## config.mk

```make
export PLATFORM = sky130hd
export DESIGN_NAME = moi_front
export DESIGN_NICKNAME = d
export VERILOG_FILES = /design/src/hdl/moi_pkg.sv /design/src/hdl/moi_front.sv
export SDC_FILE = /design/constraint.sdc
export NUM_CORES = 1
export LEC_CHECK = 0
export BUFFER_PORTS_ARGS = -buffer_cell sky130_fd_sc_hd__buf_2
export CAP_MARGIN = 10
export CORE_MARGIN = 8
export CORE_UTILIZATION = 47
export DETAILED_ROUTE_END_ITERATION = 7
export GPL_TIMING_DRIVEN = 1
export PLACE_DENSITY = 0.66
export SYNTH_ARGS = -nofsm -noshare
export SYNTH_HDL_FRONTEND = slang
export SYNTH_SLANG_ARGS = --single-unit
```

## constraint.sdc

```tcl
create_clock -name clk_i -period 9.7 [get_ports clk_i]
set_input_delay 0.97 -clock clk_i [delete_from_list [all_inputs] [get_ports clk_i]]
set_output_delay 0.97 -clock clk_i [all_outputs]
set_load 0.02 [all_outputs]
```

## src/hdl/moi_pkg.sv

```systemverilog
package moi_pkg;

  localparam int FRAC_BITS        = 16;
  localparam int CORDIC_STEPS_DEF = 16;
  localparam int ATAN_ENTRIES     = 24;

  localparam longint WHEEL_K =
    (64'sd239763 * (64'sd1 <<< FRAC_BITS) + 64'sd5000000) / 64'sd10000000;
  localparam int KW = 12;

  localparam logic [25:0] HEAD_CQ    = 26'd44798134;
  localparam int          HEAD_SHIFT = FRAC_BITS + 16 - 20;

  localparam logic signed [33:0] CORDIC_X0 = 34'sd652032874;
  localparam int                 VEL_SHIFT = 18;
  localparam int                 Q30_SHIFT = 30;

  // Division by one million is a shift by six followed by a multiply with the
  // rounded-up reciprocal of 15625, exact for dividends below 2^48.
  localparam int          DT_POW2_SHIFT  = 6;
  localparam logic [42:0] DT_RECIP       = 43'd4611686018428;
  localparam int          DT_RECIP_SHIFT = 56;

  localparam int DIV_NW = 56;
  localparam int DIV_DW = 20;

  localparam logic REG_RADIUS = 1'b0;
  localparam logic REG_LEVER  = 1'b1;

  typedef struct packed {
    logic signed [18:0] sum_x;
    logic signed [18:0] sum_y;
    logic signed [18:0] sum_w;
    logic [19:0]        elapsed;
  } moi_req_t;

  function automatic logic [29:0] moi_atan(input logic [4:0] idx);
    logic [29:0] v;
    case (idx)
      5'd0:    v = 30'd536870912;
      5'd1:    v = 30'd316933406;
      5'd2:    v = 30'd167458907;
      5'd3:    v = 30'd85004756;
      5'd4:    v = 30'd42667331;
      5'd5:    v = 30'd21354465;
      5'd6:    v = 30'd10679838;
      5'd7:    v = 30'd5340245;
      5'd8:    v = 30'd2670163;
      5'd9:    v = 30'd1335087;
      5'd10:   v = 30'd667544;
      5'd11:   v = 30'd333772;
      5'd12:   v = 30'd166886;
      5'd13:   v = 30'd83443;
      5'd14:   v = 30'd41722;
      5'd15:   v = 30'd20861;
      5'd16:   v = 30'd10430;
      5'd17:   v = 30'd5215;
      5'd18:   v = 30'd2608;
      5'd19:   v = 30'd1304;
      5'd20:   v = 30'd652;
      5'd21:   v = 30'd326;
      5'd22:   v = 30'd163;
      5'd23:   v = 30'd81;
      default: v = 30'd0;
    endcase
    return v;
  endfunction

endpackage

```

## src/hdl/moi_front.sv

```systemverilog
module moi_front (
  input  logic                    clk_i,
  input  logic                    rst_ni,
  input  logic                    in_valid_i,
  output logic                    in_stall_o,
  input  logic signed [15:0]      speed_front_left_i,
  input  logic signed [15:0]      speed_front_right_i,
  input  logic signed [15:0]      speed_rear_left_i,
  input  logic signed [15:0]      speed_rear_right_i,
  input  logic [19:0]             elapsed_us_i,
  output logic                    req_valid_o,
  output moi_pkg::moi_req_t       req_o,
  input  logic                    req_pop_i
);
  import moi_pkg::*;

  moi_req_t           mem_q [2];
  logic               wr_ptr_q, rd_ptr_q;
  logic [1:0]         cnt_q;
  logic               push;
  logic signed [18:0] a, b, c, d;
  moi_req_t           entry;

  assign in_stall_o  = (cnt_q == 2'd2);
  assign push        = in_valid_i && !in_stall_o;
  assign req_valid_o = (cnt_q != 2'd0);
  assign req_o       = mem_q[rd_ptr_q];

  always_comb begin
    a = 19'(speed_front_left_i);
    b = 19'(speed_front_right_i);
    c = 19'(speed_rear_left_i);
    d = 19'(speed_rear_right_i);
    entry.sum_x   = a - b - c + d;
    entry.sum_y   = -a - b - c - d;
    entry.sum_w   = -a - b + c + d;
    entry.elapsed = elapsed_us_i;
  end

  always_ff @(posedge clk_i) begin
    if (push) begin
      mem_q[wr_ptr_q] <= entry;
    end
  end

  always_ff @(posedge clk_i or negedge rst_ni) begin
    if (!rst_ni) begin
      wr_ptr_q <= 1'b0;
      rd_ptr_q <= 1'b0;
      cnt_q    <= 2'd0;
    end else begin
      if (push) begin
        wr_ptr_q <= !wr_ptr_q;
      end
      if (req_pop_i) begin
        rd_ptr_q <= !rd_ptr_q;
      end
      if (push && !req_pop_i) begin
        cnt_q <= cnt_q + 2'd1;
      end else if (!push && req_pop_i) begin
        cnt_q <= cnt_q - 2'd1;
      end
    end
  end

endmodule

```

==> out/results.txt <==
status - finished, final reports clean
Post-CTS Setup Inserts - 0
fin. max-slew vios - 0
GP Congestion - 0.924
multiplexer share of the synthesized area - 0.0798
clock latency on the worst-skew pair - 420 ps
setup TNS - 0 ps
min Tclk post-route - 5590 ps
Root Driver - clkbuf_16
DRC Markers - 0
largest family of logic cells by synthesized area - adder cells
Tcrit/Tclk final - 0.576
normalized max-slew margin - 0.276
compound-cell area share of the yosys netlist - 0.103
CTS tree - built
Critical-path top delay cell - fa_1
syn avg cell area - 12.3 um^2
DR vias/cell - 5.09
nets@finish - 1319
Fill cells - 2007
routed via count - 7142
Crit Reg-Reg Endpoint - mem_q[1][73]
CP startpoint kind - primary input
Bufs on Longest Clock Path - 2
commonest non-fill, non-tap cell in the layout - buf_2
crit path max fanout - 6
cts hold-fix bufs - 0
routed wire length - 22.9 mm
Hold Fails Final Rpt - 0
Die Height - 169 um
DRT antenna net count - 0
clock slew at reported path FFs - 70 ps
routed len/inst - 16.3 um
vias in the first global route - 7346
max_cap viols - 0
Leakage - 5.64 nW
Yosys warning count - 0
Synth Area in Adders - 0.231
global-route wire length before repair - 36.7 mm
GRT Resource Usage Total - 0.164
R2R cell count - 3
XOR/XNOR Fraction of Synth Area - 0.0510
WS Path Type - in2reg
share of layout cells above drive strength 1 - 0.272
die area - 28500 um^2
most frequent cells in the layout - buf_2, edfxtp_1, inv_1
Setup crit end kind - flip-flop
Primary FF master, synth - edfxtp_1
Core Area - 23200 um^2
Crit path largest cell delay - 470 ps
clock sink count - 158
H-tree Lvls - 4
Fmax - 179 MHz
Fin Clk Skew - 6.38 ps
unrepaired setup endpoints after global routing - false
# rows - 56
dominant cell type by area after synthesis - edfxtp_1
Critical Path RT - 9850 ps
cells after synthesis - 895
pin count of the biggest net entering global routing - 79
critical path cell sequence - buf_2 -> ha_1 -> inv_1 -> ha_1 -> fa_1 -> a21o_1 -> a21oi_1 -> o21ai_1 -> a211oi_2 -> o21ai_0 -> xnor2_1 -> fa_1 -> inv_1 -> ha_1 -> nand2_1 -> o21ai_1 -> o41ai_2 -> o21bai_1 -> a211o_1 -> a211o_1 -> xnor2_1
Hold Path Class - in2async
Netlist cell types - 62
fin area - 12800 um^2
dpl cell area - 12200 um^2
Final setup viols - 0
Worst Tran Pin Value - 1090 ps
Netlist Area Pre-Place - 11000 um^2
CTS resizes - 0
detailed placement HPWL - 17.9 mm
I/O pins - 167
top area cells in the synthesized netlist - edfxtp_1, fa_1, ha_1
CP arrival - 5740 ps
Synth top area share - 0.421
Post-synth EDFFs - 154
VDD IR-drop max - 0.216 mV
fraction of registers with async set/reset - 0.0253
port bufs - 166
simple-gate share of the synthesized area - 0.0500
grt total ovfl - 0
R2R Setup Slk - 7590 ps
Post-Synthesis Net Count - 1143
Syn-to-layout area delta - 16.2%
DRT iter0 DRCs - 339
initial antenna violation count - 4
Initial Util - 0.474
Pre-antenna DRT Iters - 5
critical path's most frequent cell - ha_1
total CTS buffers - 17
power per cell area - 305 nW/um^2
FF-to-FF Start - cnt_q[0]
Die X - 169 um
Seq/Total Area, Yosys - 0.430
register bit total from synthesis - 158
## registers in the layout (all words and copies together), names as in the netlist
name,count
wr_ptr_q,1
mem_q,154
rd_ptr_q,1
cnt_q,2
## report_power, final
part | internal, mW | switching (mW) | total (mW)
combinational | 0.806 | 1.16 | 1.96
sequential | 1.17 | 0.115 | 1.28
clock | 0.358 | 0.285 | 0.643
## cells in the mapped netlist (6+ instances only)
library cell  number
a211oi_1          10
a21o_1            24
a21oi_1           46
and3_1             9
clkbuf_1           9
edfxtp_1         154
fa_1              71
ha_1              89
inv_1            152
mux2_2            77
nand2_1           25
nand2b_1           6
nor2_1            29
nor2b_1            6
nor3_1             7
o21ai_0           18
o21ai_1           10
o21bai_1          13
xnor2_1           42
xor2_1            22
## how the worst max path moves through the flow
stage	startpoint	to	slack, ps
after global routing	speed_front_left_i[1]	mem_q[1][38]	3850
after global placement	speed_front_left_i[1]	mem_q[0][38]	3820
after detailed placement	speed_front_left_i[1]	mem_q[1][38]	3700
final	speed_front_left_i[1]	mem_q[1][38]	4110
after CTS	speed_front_left_i[1]	mem_q[1][38]	4140
after floorplan	speed_front_left_i[1]	mem_q[0][38]	4370
## layout make-up
| cell class | instances | area, um^2 | share of cell area |
|---|---|---|---|
| multi-input cells | 574 | 5660 | 0.443 |
| well taps | 319 | 399 | 0.0313 |
| clock inverters | 14 | 134 | 0.0105 |
| clock buffers | 17 | 425 | 0.0333 |
| flip-flops and latches | 158 | 4730 | 0.370 |
| inverters | 152 | 571 | 0.0447 |
| diodes | 2 | 5.00 | 0.000392 |
| repair buffers | 168 | 846 | 0.0662 |
## routing by layer
metal / GRT usage / vias up / share of wire
li1: - / 3492 / -
met3: 0.0342 / 23 / 0.050
met5: 0 / - / 0.0010
met2: 0.279 / 149 / 0.50
met1: 0.204 / 3474 / 0.44
met4: 0.0594 / 4 / 0.017
## cell families after synthesis
group                      Yosys count
AOI/OAI and AO/OA                  164
buffers and inverters              163
adders and majority gates          160
DFF                                158
and+or+nand+nor                    108
muxes                               78
xor gates and xnor gates            64
## metrics by stage
step	setup WS (ps)	power [mW]	cells	util	hold WS, ps
4_1_cts	4140	3.95	1402	0.550	323
3_3_place_gp	3820	3.25	1371	0.526	475
2_1_floorplan	4370	2.73	895	-	456
3_5_place_dp	3700	3.29	1371	0.526	485
5_1_grt	3850	4.17	1404	0.551	334
6_report	4110	3.89	1404	0.551	347
## critical path, delay by kind of cell
| family | cells | cell delay, ps |
|---|---|---|
| AOI/OAI and AO/OA | 10 | 2270 |
| buffers and inverters | 3 | 250 |
| adders and majority gates | 5 | 1720 |
| and+or+nand+nor | 1 | 90 |
| xor gates and xnor gates | 2 | 420 |
No activity file was read; power rests on OpenSTA's default activity.
